==> config.mk <==
export PLATFORM = sky130hd
export DESIGN_NAME = stack_expression_evaluator
export DESIGN_NICKNAME = d
export VERILOG_FILES = /design/src/see_pkg.sv /design/src/stack_expression_evaluator.sv /design/src/see_ram.sv /design/src/see_ctrl.sv /design/src/see_dp.sv
export VERILOG_INCLUDE_DIRS = /design/src /design/src/src
export SDC_FILE = /design/constraint.sdc
export NUM_CORES = 2
export LEC_CHECK = 0
export BUFFER_PORTS_ARGS = -buffer_cell sky130_fd_sc_hd__buf_2
export CAP_MARGIN = 20
export CELL_PAD_IN_SITES_DETAIL_PLACEMENT = 1
export CELL_PAD_IN_SITES_GLOBAL_PLACEMENT = 1
export CORE_MARGIN = 5
export CORE_UTILIZATION = 50
export CTS_CLUSTER_DIAMETER = 50
export DETAILED_ROUTE_END_ITERATION = 10
export PLACE_DENSITY = 0.75
export REMOVE_ABC_BUFFERS = 1
export SLEW_MARGIN = 30
export SYNTH_ARGS = -nofsm -noshare
export SYNTH_HDL_FRONTEND = slang
export SYNTH_SLANG_ARGS = --single-unit
==> constraint.sdc <==
create_clock -name clk -period 10.1 [get_ports clk]
set_clock_uncertainty 0.2 [all_clocks]
set_input_delay 0.505 -clock clk [delete_from_list [all_inputs] [get_ports clk]]
set_output_delay 0.505 -clock clk [all_outputs]
set_load 0.05 [all_outputs]
==> src/stack_expression_evaluator_defines.svh <==
// Assertion macros used by the stack expression evaluator datapath.
`ifndef STACK_EXPRESSION_EVALUATOR_DEFINES_SVH
`define STACK_EXPRESSION_EVALUATOR_DEFINES_SVH

`ifndef NO_ASSERTIONS

// Clocked check, switched off while reset is asserted
`define SEE_ASSERT(lbl, clk, rst_n, prop, msg) \
	lbl: assert property (@(posedge clk) disable iff (!rst_n) prop) else $error(msg);

// Clocked check that also holds during reset
`define SEE_ASSERT_ALWAYS(lbl, clk, prop, msg) \
	lbl: assert property (@(posedge clk) prop) else $error(msg);

`else

`define SEE_ASSERT(lbl, clk, rst_n, prop, msg)
`define SEE_ASSERT_ALWAYS(lbl, clk, prop, msg)

`endif

`endif

==> src/see_pkg.sv <==
// Shared types and constants of the stack expression evaluator.
package see_pkg;

	// Default stack depth
	localparam int STACK_DEPTH_DEF = 64;

	// Divider iterations, one quotient bit each
	localparam int DIV_STEPS = 32;

	// Configuration register indexes
	localparam int REG_NOTATION = 0;

	// Character codes
	localparam logic [7:0] CH_NUL   = 8'h00;
	localparam logic [7:0] CH_ZERO  = 8'h30;
	localparam logic [7:0] CH_NINE  = 8'h39;
	localparam logic [7:0] CH_PLUS  = 8'h2B;
	localparam logic [7:0] CH_MINUS = 8'h2D;
	localparam logic [7:0] CH_STAR  = 8'h2A;
	localparam logic [7:0] CH_SLASH = 8'h2F;

	// Value of a pop from an empty stack
	localparam logic [31:0] EMPTY_POP = 32'hFFFF_FFFF;

	// Controller states
	typedef enum logic [3:0] {
		ST_IDLE,
		ST_DECODE,
		ST_POP_A,
		ST_WAIT_A,
		ST_POP_B,
		ST_WAIT_B,
		ST_EXEC,
		ST_DIV,
		ST_DIV_FIX,
		ST_PUSH,
		ST_FIN,
		ST_FINAL_POP,
		ST_FINAL_WAIT,
		ST_EMIT
	} state_t;

	// Datapath commands
	typedef enum logic [3:0] {
		CMD_NONE,
		CMD_LOAD,
		CMD_LOAD_DIGIT,
		CMD_POP,
		CMD_ALU,
		CMD_DIV_INIT,
		CMD_DIV_STEP,
		CMD_DIV_FIX,
		CMD_DIVZ,
		CMD_PUSH,
		CMD_EMIT
	} dp_cmd_t;

	// Controller to datapath
	typedef struct packed {
		dp_cmd_t cmd;
		logic    slot;   // operand register a pop lands in
	} ctrl_cmd_t;

	// Datapath to controller
	typedef struct packed {
		logic is_digit;
		logic is_nul;
		logic is_op;
		logic is_div;
		logic prefix;
		logic cnt_ge2;
		logic last;
		logic div_zero;
		logic div_done;
		logic out_busy;
	} dp_stat_t;

endpackage

==> src/stack_expression_evaluator.sv <==
// Stack expression evaluator: top level with stream ports and register port.
//
// Takes one ASCII character per input word on s_* (tdata[7:0] = symbol,
// tlast marks the final character). Digits push 0..9; + - * / pop two
// entries and push the 32-bit wrapping result. notation (register 0 at
// address 0) selects postfix (0) or prefix fed last to first (1).
// On a word with tlast the top is popped and sent as one word on m_*:
// tdata = value, tuser = {divide_by_zero, overflow_seen, underflow_seen}.
// One character at a time: s_tready is high only between characters.
// Per character: NUL or an ignored character ends after decode; a digit is
// pushed; a dropped character pops two entries and pushes nothing; + - * and
// divide by zero pop two and push; divide runs the 32-step restoring divider
// first. The final pop on tlast reads the top through the registered RAM port.
// The result sits in an output register, so the next expression may start
// while it waits; a second result waits until m_tready takes the first.
// Reset empties the stack, clears flags and notation; no clearing pass.
module stack_expression_evaluator #(
	parameter int STACK_DEPTH = see_pkg::STACK_DEPTH_DEF
) (
	input  logic        clk,
	input  logic        arst_n,
	// input characters
	input  logic        s_tvalid,
	output logic        s_tready,
	input  logic [7:0]  s_tdata,   // [7:0] symbol
	input  logic        s_tlast,
	// results
	output logic        m_tvalid,
	input  logic        m_tready,
	output logic [31:0] m_tdata,   // [31:0] value
	output logic [2:0]  m_tuser,   // [0] underflow_seen [1] overflow_seen [2] divide_by_zero
	// register port
	input  logic        psel,
	input  logic        penable,
	input  logic        pwrite,
	input  logic [1:0]  paddr,
	input  logic [31:0] pwdata,
	output logic [31:0] prdata,
	output logic        pready
);

	see_pkg::ctrl_cmd_t cmd;
	see_pkg::dp_stat_t  stat;
	logic               cfg_we;
	logic               notation;
	logic               sel_notation;

	// register decode
	assign sel_notation = (paddr == 2'(see_pkg::REG_NOTATION * 4));
	assign pready       = 1'b1;
	assign cfg_we       = psel && penable && pwrite && pready && sel_notation;
	assign prdata       = sel_notation ? {31'd0, notation} : '0;

	see_ctrl u_ctrl (
		.clk      (clk),
		.arst_n   (arst_n),
		.in_valid (s_tvalid),
		.in_ready (s_tready),
		.stat     (stat),
		.cmd      (cmd)
	);

	see_dp #(
		.STACK_DEPTH (STACK_DEPTH)
	) u_dp (
		.clk          (clk),
		.arst_n       (arst_n),
		.cmd          (cmd),
		.stat         (stat),
		.in_symbol    (s_tdata),
		.in_last      (s_tlast),
		.cfg_we       (cfg_we),
		.cfg_notation (pwdata[0]),
		.notation     (notation),
		.out_ready    (m_tready),
		.out_valid    (m_tvalid),
		.out_value    (m_tdata),
		.out_flags    (m_tuser)
	);

endmodule

==> src/see_ram.sv <==
// Generic single-port-write, single-port-read RAM with registered read.
module see_ram #(
	parameter int WIDTH = 32,
	parameter int DEPTH = 64
) (
	input  logic                     clk,
	input  logic                     we,
	input  logic [$clog2(DEPTH)-1:0] waddr,
	input  logic [WIDTH-1:0]         wdata,
	input  logic                     re,
	input  logic [$clog2(DEPTH)-1:0] raddr,
	output logic [WIDTH-1:0]         rdata
);

	logic [WIDTH-1:0] mem_q [DEPTH];
	logic [WIDTH-1:0] rdata_q;

	// write port
	always_ff @(posedge clk) begin
		if (we) begin
			mem_q[waddr] <= wdata;
		end
	end

	// registered read port
	always_ff @(posedge clk) begin
		if (re) begin
			rdata_q <= mem_q[raddr];
		end
	end

	assign rdata = rdata_q;

endmodule

==> src/see_ctrl.sv <==
// Sequencing state machine of the stack expression evaluator.
module see_ctrl (
	input  logic                  clk,
	input  logic                  arst_n,
	input  logic                  in_valid,
	output logic                  in_ready,
	input  see_pkg::dp_stat_t     stat,
	output see_pkg::ctrl_cmd_t    cmd
);

	see_pkg::state_t state_q, state_d;

	// state register
	always_ff @(posedge clk or negedge arst_n) begin
		if (!arst_n) begin
			state_q <= see_pkg::ST_IDLE;
		end else begin
			state_q <= state_d;
		end
	end

	// next state
	always_comb begin
		state_d = state_q;
		case (state_q)
			see_pkg::ST_IDLE: begin
				if (in_valid) state_d = see_pkg::ST_DECODE;
			end
			see_pkg::ST_DECODE: begin
				if (stat.is_digit) begin
					state_d = see_pkg::ST_PUSH;
				end else if (stat.is_nul) begin
					state_d = see_pkg::ST_FIN;
				end else if (stat.prefix) begin
					// prefix: only an operator with two operands does anything
					state_d = (stat.is_op && stat.cnt_ge2) ? see_pkg::ST_POP_A : see_pkg::ST_FIN;
				end else begin
					state_d = see_pkg::ST_POP_A;
				end
			end
			see_pkg::ST_POP_A:  state_d = see_pkg::ST_WAIT_A;
			see_pkg::ST_WAIT_A: state_d = see_pkg::ST_POP_B;
			see_pkg::ST_POP_B:  state_d = see_pkg::ST_WAIT_B;
			see_pkg::ST_WAIT_B: state_d = see_pkg::ST_EXEC;
			see_pkg::ST_EXEC: begin
				if (!stat.is_op) begin
					state_d = see_pkg::ST_FIN;
				end else if (stat.is_div && !stat.div_zero) begin
					state_d = see_pkg::ST_DIV;
				end else begin
					state_d = see_pkg::ST_PUSH;
				end
			end
			see_pkg::ST_DIV: begin
				if (stat.div_done) state_d = see_pkg::ST_DIV_FIX;
			end
			see_pkg::ST_DIV_FIX: state_d = see_pkg::ST_PUSH;
			see_pkg::ST_PUSH:    state_d = see_pkg::ST_FIN;
			see_pkg::ST_FIN: begin
				state_d = stat.last ? see_pkg::ST_FINAL_POP : see_pkg::ST_IDLE;
			end
			see_pkg::ST_FINAL_POP:  state_d = see_pkg::ST_FINAL_WAIT;
			see_pkg::ST_FINAL_WAIT: state_d = see_pkg::ST_EMIT;
			see_pkg::ST_EMIT: begin
				if (!stat.out_busy) state_d = see_pkg::ST_IDLE;
			end
			default: state_d = see_pkg::ST_IDLE;
		endcase
	end

	// command outputs
	always_comb begin
		in_ready = 1'b0;
		cmd.cmd  = see_pkg::CMD_NONE;
		cmd.slot = 1'b0;
		case (state_q)
			see_pkg::ST_IDLE: begin
				in_ready = 1'b1;
				if (in_valid) cmd.cmd = see_pkg::CMD_LOAD;
			end
			see_pkg::ST_DECODE: begin
				if (stat.is_digit) cmd.cmd = see_pkg::CMD_LOAD_DIGIT;
			end
			see_pkg::ST_POP_A: begin
				cmd.cmd = see_pkg::CMD_POP;
			end
			see_pkg::ST_POP_B: begin
				cmd.cmd  = see_pkg::CMD_POP;
				cmd.slot = 1'b1;
			end
			see_pkg::ST_EXEC: begin
				if (stat.is_op) begin
					if (!stat.is_div) begin
						cmd.cmd = see_pkg::CMD_ALU;
					end else if (stat.div_zero) begin
						cmd.cmd = see_pkg::CMD_DIVZ;
					end else begin
						cmd.cmd = see_pkg::CMD_DIV_INIT;
					end
				end
			end
			see_pkg::ST_DIV:       cmd.cmd = see_pkg::CMD_DIV_STEP;
			see_pkg::ST_DIV_FIX:   cmd.cmd = see_pkg::CMD_DIV_FIX;
			see_pkg::ST_PUSH:      cmd.cmd = see_pkg::CMD_PUSH;
			see_pkg::ST_FINAL_POP: cmd.cmd = see_pkg::CMD_POP;
			see_pkg::ST_EMIT: begin
				if (!stat.out_busy) cmd.cmd = see_pkg::CMD_EMIT;
			end
			default: cmd.cmd = see_pkg::CMD_NONE;
		endcase
	end

endmodule

==> src/see_dp.sv <==
// Datapath: value stack, operand registers, ALU, divider, flags, output word.
`include "stack_expression_evaluator_defines.svh"

module see_dp #(
	parameter int STACK_DEPTH = see_pkg::STACK_DEPTH_DEF
) (
	input  logic               clk,
	input  logic               arst_n,
	input  see_pkg::ctrl_cmd_t cmd,
	output see_pkg::dp_stat_t  stat,
	input  logic [7:0]         in_symbol,
	input  logic               in_last,
	input  logic               cfg_we,
	input  logic               cfg_notation,
	output logic               notation,
	input  logic               out_ready,
	output logic               out_valid,
	output logic [31:0]        out_value,
	output logic [2:0]         out_flags
);

	localparam int CW = $clog2(STACK_DEPTH + 1);
	localparam int AW = $clog2(STACK_DEPTH);

	// control state
	logic          notation_q;
	logic [CW-1:0] cnt_q;
	logic          uflow_q, oflow_q, divz_q;
	logic          rd_pend_q;
	logic          out_valid_q;
	logic [4:0]    step_q;

	// payload
	logic [7:0]  sym_q;
	logic        last_q;
	logic        slot_q;
	logic [31:0] pop0_q, pop1_q;
	logic [31:0] res_q;
	logic [31:0] quo_q, rem_q, dsr_q;
	logic        neg_q;
	logic [31:0] out_value_q;
	logic [2:0]  out_flags_q;

	logic [CW-1:0] cnt_dec;
	logic          empty, full;
	logic [31:0]   opl, opr, ram_rdata;
	logic          ram_we, ram_re;
	logic [32:0]   rem_sh;
	logic [32:0]   rem_sub;
	logic          is_plus, is_minus, is_star, is_slash;

	assign cnt_dec = cnt_q - CW'(1);
	assign empty   = (cnt_q == '0);
	assign full    = (cnt_q == CW'(STACK_DEPTH));

	// symbol decode
	assign is_plus  = (sym_q == see_pkg::CH_PLUS);
	assign is_minus = (sym_q == see_pkg::CH_MINUS);
	assign is_star  = (sym_q == see_pkg::CH_STAR);
	assign is_slash = (sym_q == see_pkg::CH_SLASH);

	// operand order: postfix is below op top, prefix is top op below
	assign opl = notation_q ? pop0_q : pop1_q;
	assign opr = notation_q ? pop1_q : pop0_q;

	// one restoring division step
	assign rem_sh  = {1'b0, rem_q[30:0], quo_q[31]};
	assign rem_sub = rem_sh - {1'b0, dsr_q};

	// status to controller
	always_comb begin
		stat.is_digit = (sym_q >= see_pkg::CH_ZERO) && (sym_q <= see_pkg::CH_NINE);
		stat.is_nul   = (sym_q == see_pkg::CH_NUL);
		stat.is_op    = is_plus || is_minus || is_star || is_slash;
		stat.is_div   = is_slash;
		stat.prefix   = notation_q;
		stat.cnt_ge2  = (cnt_q >= CW'(2));
		stat.last     = last_q;
		stat.div_zero = (opr == '0);
		stat.div_done = (step_q == 5'(see_pkg::DIV_STEPS - 1));
		stat.out_busy = out_valid_q && !out_ready;
	end

	// stack memory
	assign ram_we = (cmd.cmd == see_pkg::CMD_PUSH) && !full;
	assign ram_re = (cmd.cmd == see_pkg::CMD_POP) && !empty;

	see_ram #(
		.WIDTH (32),
		.DEPTH (STACK_DEPTH)
	) u_stack (
		.clk   (clk),
		.we    (ram_we),
		.waddr (cnt_q[AW-1:0]),
		.wdata (res_q),
		.re    (ram_re),
		.raddr (cnt_dec[AW-1:0]),
		.rdata (ram_rdata)
	);

	// stack count, flags, config and output handshake
	always_ff @(posedge clk or negedge arst_n) begin
		if (!arst_n) begin
			notation_q  <= 1'b0;
			cnt_q       <= '0;
			uflow_q     <= 1'b0;
			oflow_q     <= 1'b0;
			divz_q      <= 1'b0;
			rd_pend_q   <= 1'b0;
			out_valid_q <= 1'b0;
			step_q      <= '0;
		end else begin
			if (cfg_we) notation_q <= cfg_notation;
			rd_pend_q <= ram_re;
			if (out_valid_q && out_ready) out_valid_q <= 1'b0;
			case (cmd.cmd)
				see_pkg::CMD_POP: begin
					if (empty) uflow_q <= 1'b1;
					else cnt_q <= cnt_dec;
				end
				see_pkg::CMD_PUSH: begin
					if (full) oflow_q <= 1'b1;
					else cnt_q <= cnt_q + CW'(1);
				end
				see_pkg::CMD_DIVZ: divz_q <= 1'b1;
				see_pkg::CMD_DIV_INIT: step_q <= '0;
				see_pkg::CMD_DIV_STEP: step_q <= step_q + 5'd1;
				see_pkg::CMD_EMIT: begin
					out_valid_q <= 1'b1;
					cnt_q       <= '0;
					uflow_q     <= 1'b0;
					oflow_q     <= 1'b0;
					divz_q      <= 1'b0;
				end
				default: ;
			endcase
		end
	end

	// operand, result and divider registers
	always_ff @(posedge clk) begin
		if (rd_pend_q) begin
			if (slot_q) pop1_q <= ram_rdata;
			else pop0_q <= ram_rdata;
		end
		case (cmd.cmd)
			see_pkg::CMD_LOAD: begin
				sym_q  <= in_symbol;
				last_q <= in_last;
			end
			see_pkg::CMD_LOAD_DIGIT: begin
				res_q <= {24'd0, 8'(sym_q - see_pkg::CH_ZERO)};
			end
			see_pkg::CMD_POP: begin
				slot_q <= cmd.slot;
				if (empty) begin
					if (cmd.slot) pop1_q <= see_pkg::EMPTY_POP;
					else pop0_q <= see_pkg::EMPTY_POP;
				end
			end
			see_pkg::CMD_ALU: begin
				if (is_plus) res_q <= opl + opr;
				else if (is_minus) res_q <= opl - opr;
				else res_q <= opl * opr;
			end
			see_pkg::CMD_DIV_INIT: begin
				quo_q <= opl[31] ? (32'd0 - opl) : opl;
				dsr_q <= opr[31] ? (32'd0 - opr) : opr;
				rem_q <= '0;
				neg_q <= opl[31] ^ opr[31];
			end
			see_pkg::CMD_DIV_STEP: begin
				if (!rem_sub[32]) begin
					rem_q <= rem_sub[31:0];
					quo_q <= {quo_q[30:0], 1'b1};
				end else begin
					rem_q <= rem_sh[31:0];
					quo_q <= {quo_q[30:0], 1'b0};
				end
			end
			see_pkg::CMD_DIV_FIX: res_q <= neg_q ? (32'd0 - quo_q) : quo_q;
			see_pkg::CMD_DIVZ:    res_q <= '0;
			see_pkg::CMD_EMIT: begin
				out_value_q <= pop0_q;
				out_flags_q <= {divz_q, oflow_q, uflow_q};
			end
			default: ;
		endcase
	end

	assign notation  = notation_q;
	assign out_valid = out_valid_q;
	assign out_value = out_value_q;
	assign out_flags = out_flags_q;

	// checks
	`SEE_ASSERT_ALWAYS(a_cnt_bound, clk, !arst_n || cnt_q <= CW'(STACK_DEPTH), "stack count above depth")
	`SEE_ASSERT(a_emit_free, clk, arst_n, cmd.cmd == see_pkg::CMD_EMIT |-> !(out_valid_q && !out_ready), "emit over a held word")
	`SEE_ASSERT(a_emit_clear, clk, arst_n, cmd.cmd == see_pkg::CMD_EMIT |=> cnt_q == '0 && !uflow_q, "stack not cleared after emit")
	`SEE_ASSERT(a_rd_after_pop, clk, arst_n, rd_pend_q |-> $past(cmd.cmd) == see_pkg::CMD_POP, "stack read without a pop")

endmodule
Word-level counts from Yosys, hierarchy flattened. Memory sizes are Yosys's and may differ from the RTL's. A register that Yosys moved wholly into a read port is not among the register bits. Index checks and enable logic that the tools add are counted.

Flip-flop bits (word level): 259. Memory bits (writable): 2048. Input bits: 50. Output and inout bits: 70. Logic and storage cells: 164. Memories: 1.

Add/subtract/negate cells: 10. $mul: 1. $lt $le $gt $ge: 3. Eq/ne operators: 36. Multiplexer cells: 56. Bitwise logic cells: 1. Reduce and logical (&&, ||, !) cells: 34.

Memories: u_dp.u_stack.mem_q (depth 64, width 32, rd ports 1, clocked after memory_dff 1, write ports 1, line see_ram.sv:15) `logic [WIDTH-1:0] mem_q [DEPTH];`.

Operators by type and width (number): $mux W32 (16); $pmux W32 S4 (1); $sub A1 B32 Y32 const A (3); $pmux W32 S2 (1); $mux W31 (2); $pmux W31 S2 (1); $mux W4 (14); $pmux W4 S14 (1); $eq A4 B4 Y1 const B (9); $sub A32 B32 Y33 (1); $add A32 B32 Y32 (1); $eq A4 B3 Y1 const B (8); $eq A8 B6 Y1 const B (4); $logic_not A32 Y1 (1); $mul A32 B32 Y32 (1); $pmux W4 S8 (1); $sub A32 B32 Y32 (1); $pmux W7 S3 (1); $eq A4 B2 Y1 const B (4); $mux W7 (2); $mux W1 (11); $logic_and A1 B1 Y1 (10); $ne A2 B2 Y1 const B (5); $pmux W5 S2 (1); 26 further kinds (41).

Depth between registers and ports, before layout.
Depth after elaboration: 10. Depth in mapped cells: 33. Mapped depth without buffers: 28.

Hierarchy. A second synthesis with hierarchy kept.

Cell total of the unflattened synthesis: 7213. Area, all modules: 112824.5 um^2.

By module, submodules not included: see_ram (instances 1, cells each 3324, area an instance 78835.6 um^2, seq. area each 62459.9 um^2); see_dp (instances 1, cells each 3775, area an instance 33161.8 um^2, seq. area each 6926.6 um^2); see_ctrl (instances 1, cells each 77, area an instance 551.8 um^2, seq. area each 100.1 um^2); stack_expression_evaluator (instances 1, cells each 37, area an instance 275.3 um^2, seq. area each 0.0 um^2).

Worst setup path before layout. Ideal clock, no wire load.

Path type: reg-to-reg. From: register u_dp.notation_q, in the netlist u_dp.notation. To: register u_dp.res_q[31] (data pin). Library setup time: 0.267 ns. Arrival: 7.532 ns. Required time: 9.633 ns. Setup slack: 2.101 ns. Cell stages (with the launch flop): 29. Buffers on the path: 5. Clock period less this slack: 7.999 ns. Cell sequence: dfrtp_1 > buf_6 > buf_6 > buf_4 > mux2i_1 > clkbuf_1 > inv_1 > buf_1 > ha_1 > fa_1 > fa_1 > fa_1 > inv_1 > fa_1 > inv_1 > fa_1 > fa_1 > fa_1 > fa_1 > ha_1 > nand3_1 > nor2_1 > nand3_1 > a2111o_1 > a311oi_1 > a211oi_1 > xor2_1 > o22ai_1 > o22ai_1.

Longest elaborated chain between the ends: 8. Elaborated cells between the ends (all ways): 17. Those cells by class: add/sub (2); mul (1); eq/ne (4); mux (9); reduce/logical (1).

Ends and longest elaborated chain: start: declaration (line see_dp.sv:26) `logic notation_q;`; start signal: assignment (line see_dp.sv:113) `if (cfg_we) notation_q <= cfg_notation;`; parallel branches: the longest is 7 deep, another holds $mul A32 B32 Y32; $pmux W32 S4 * (line see_dp.sv:146) `case (cmd.cmd)`; end signal: assignment (line see_dp.sv:152) `res_q <= {24'd0, 8'(sym_q - see_pkg::CH_ZERO)};`; end signal: assignment (line see_dp.sv:162) `if (is_plus) res_q <= opl + opr;`; end signal: assignment (line see_dp.sv:163) `else if (is_minus) res_q <= opl - opr;`; end: declaration (line see_dp.sv:38) `logic [31:0] res_q;`.

Every way passes the cells marked *. A chain may end at the register's enable or synchronous reset.

Final worst setup path.
From: register u_dp.notation_q, in the netlist u_dp.notation. To: register u_dp.res_q[24] (data pin).

The elaborated chain is that of the path after synthesis.

==> metrics.md <==
| Metric | Value |
|---|---|
| Post-synth top flop | edfxtp_1 |
| Crit Reg-Reg Endpoint | u_dp.res_q[24] |
| DP Cell Count | 9745 |
| Seq/Total Area, Yosys | 62.2% |
| Req. time, crit path | 10490 ps |
| Antenna violations before repair | 18 |
| Ys async rst share | 0.941% |
| IO Count | 120 |
| CTS resizes | 0 |
| Yosys warning count | 0 |
| Final period utilization | 94.1% |
| Starting DRT DRC Count | 7611 |
| Crit path kind | flop to flop |
| Synth unique cells | 97 |
| H-tree Lvls | 5 |
| WP data arrival | 9890 ps |
| Hold Slack | 88.1 ps |
| Layout net count | 7752 |
| Layout cells sized above 1 | 21.7% |
| Slew Viols, Final | 0 |
| Crit-path slowest cell | dfrtp_4 |
| # rows | 173 |
| Clock-pin slew on the worst setup and hold paths | 60 ps |
| Most common cell on crit path | fa_1 |
| Routed wire length | 357000 µm |
| Crit path max fanout | 23 |
| Max-slew headroom | 26.2% |
| Post-DP HPWL | 227000 µm |
| Pre-CTS setup slack | 544 ps |
| Routed Antenna Nets | 0 |
| Max incr delay on CP | 770 ps |
| Clk buf depth | 4 |
| Gr ovfl total | 0 |
| Core area | 222000 µm² |
| Initial core utilization | 50.2% |
| Syn_area_per_cell | 16.5 µm² |
| Seq cells post-synth | 2339 |
| Die width | 483 µm |
| Placer's final routability congestion estimate | 0.987 |
| Fillcell total | 20100 |
| Cell Area, Synth | 112000 µm² |
| Min cycle time layout | 9500 ps |
| Post-Syn Instances | 6772 |
| DR WL/cell | 34.9 µm |
| Post-CTS setup buffers | 0 |
| Reg2Reg Setup Slack | 600 ps |
| CP bufs+invs | 5 |
| CTS tree | built |
| Number of global-route vias before repair | 69300 |
| Element type at the critical path start | flop |
| Layout Cells excl Fill | 10200 |
| Post-synth EDFFs | 2253 |
| DRC viols | 0 |
| Most frequent cells in the layout | 2253 x edfxtp_1, 672 x mux4_2, 496 x inv_1 |
| Detailed-route via count | 65500 |
| Final hold vios | 0 |
| Worst skew pair latency | 930 ps |
| Total Neg Setup Slack | 0 ps |
| CP delay by family, top | adder cells |
| Worst hold path type | input pin to async pin |
| Drt first pass iters | 5 |
| Status | completed |
| Clock root cell | clkbuf_16 |
| Hold Buf Count CTS | 14 |
| GRT Total Usage | 31.0% |
| Worst R2R Start | u_dp.notation |
| R2R depth | 25 |
| Worst Setup SP | u_dp.notation |
| Max Clk Rate | 105 MHz |
| Layout area overhead | 13.1% |
| Vias/cell | 6.41 |
| Commonest non-fill, non-tap cell in the layout | edfxtp_1 |
| First-pass GRT wire length | 513000 µm |
| Setup violations, final | 0 |
| # clock sinks | 2339 |
| Die area | 233000 µm² |
| Clock buffer count from CTS | 276 |
| Worst-margin pin slew | 1110 ps |
| # Max-Cap Violations | 0 |
| Crit end category | flop |
| Die H | 483 µm |
| Largest net degree at the start of global routing | 131 |
| IO buf count | 56 |
| RSZ-0062 raised after global routing | false |
| Final worst setup slack | 599 ps |
## metrics by stage
stage	utilization (%)	instance area [µm²]
after floorplan	-	110000
after global placement	52.7	117000
after detailed placement	52.7	117000
after CTS	56.8	126000
after global routing	56.8	126000
final	56.8	126000
## Yosys cell counts (49+ instances only)
library cell | instances | area share [%]
edfxtp_1 | 2253 | 61
mux4_2 | 672 | 14
nor2_1 | 558 | 1.9
inv_1 | 497 | 1.7
nand2_1 | 478 | 1.6
fa_1 | 411 | 7.4
clkbuf_1 | 259 | 0.87
ha_1 | 228 | 2.6
xnor2_1 | 162 | 1.3
a21oi_1 | 155 | 0.69
o21ai_0 | 124 | 0.56
nand3_1 | 108 | 0.48
dfxtp_1 | 64 | 1.1
mux2i_1 | 64 | 0.57
xor2_1 | 51 | 0.40
buf_1 | 49 | 0.16
## flip-flops by register name, summed over array words and instances (netlist names), 3 cells and up
name and count:
u_ctrl.state_q 4, u_dp.cnt_q 7, u_dp.dsr_q 32, u_dp.out_flags 3
u_dp.out_value 32, u_dp.pop0_q 32, u_dp.pop1_q 32, u_dp.quo_q 32
u_dp.rem_q 31, u_dp.res_q 32, u_dp.step_q 5, u_dp.sym_q 8
u_dp.u_stack.mem_q 2048, u_dp.u_stack.rdata 32
## per-layer routing
metal | wire length, µm | track usage, % | up-vias
met5 | 50 | 0 | -
met4 | 17400 | 12.9 | 8
met3 | 30500 | 5.09 | 724
met2 | 173000 | 50.1 | 3752
met1 | 137000 | 42.2 | 34900
li1 | - | - | 26100
## how the worst max path moves through the flow
stage | end | slack (ps) | depth (start not counted)
floorplan | u_dp.u_stack.rdata[0] | -25580 | 5
global placement | u_dp.res_q[24] | 600 | 26
detailed placement | u_dp.res_q[24] | 540 | 26
CTS | u_dp.res_q[24] | 470 | 26
global route | u_dp.res_q[24] | 400 | 25
finish | u_dp.res_q[24] | 600 | 25
## cell families after synthesis
| group | after synthesis | share of synthesized area [%] |
|---|---|---|
| flip-flops | 2339 | 62.2 |
| other | 2 | 0.00672 |
| multiplexers | 758 | 14.4 |
| AO/OA/AOI/OAI | 622 | 3.66 |
| XOR/XNOR | 214 | 1.69 |
| buffers and inverters | 885 | 3.14 |
| adder cells (fa/ha/maj) | 639 | 9.92 |
| AND/OR/NAND/NOR | 1313 | 4.95 |
## cell type report
type	instances	area (µm²)	area share, %
clock buffers	319	7200	5.69
clock inverters	149	1730	1.37
diodes	2	5.00	0.00396
flip-flops and latches	2339	69500	55.0
well taps	2975	3720	2.95
repair buffers	343	2690	2.12
inverters	525	1970	1.56
multi-input cells	3578	39600	31.3
## worst register-to-register path, delay by kind of cell (launching register included)
kind	cells	cell delay, ps
AO/OA/AOI/OAI	8	2430
XOR/XNOR	1	230
adder cells (fa/ha/maj)	9	3980
buffers and inverters	5	850
flip-flops	1	770
multiplexers	1	710
AND/OR/NAND/NOR	1	70
Power is not shown: default switching activity piles up to over one toggle a cycle in this logic, so the estimate is an artifact.
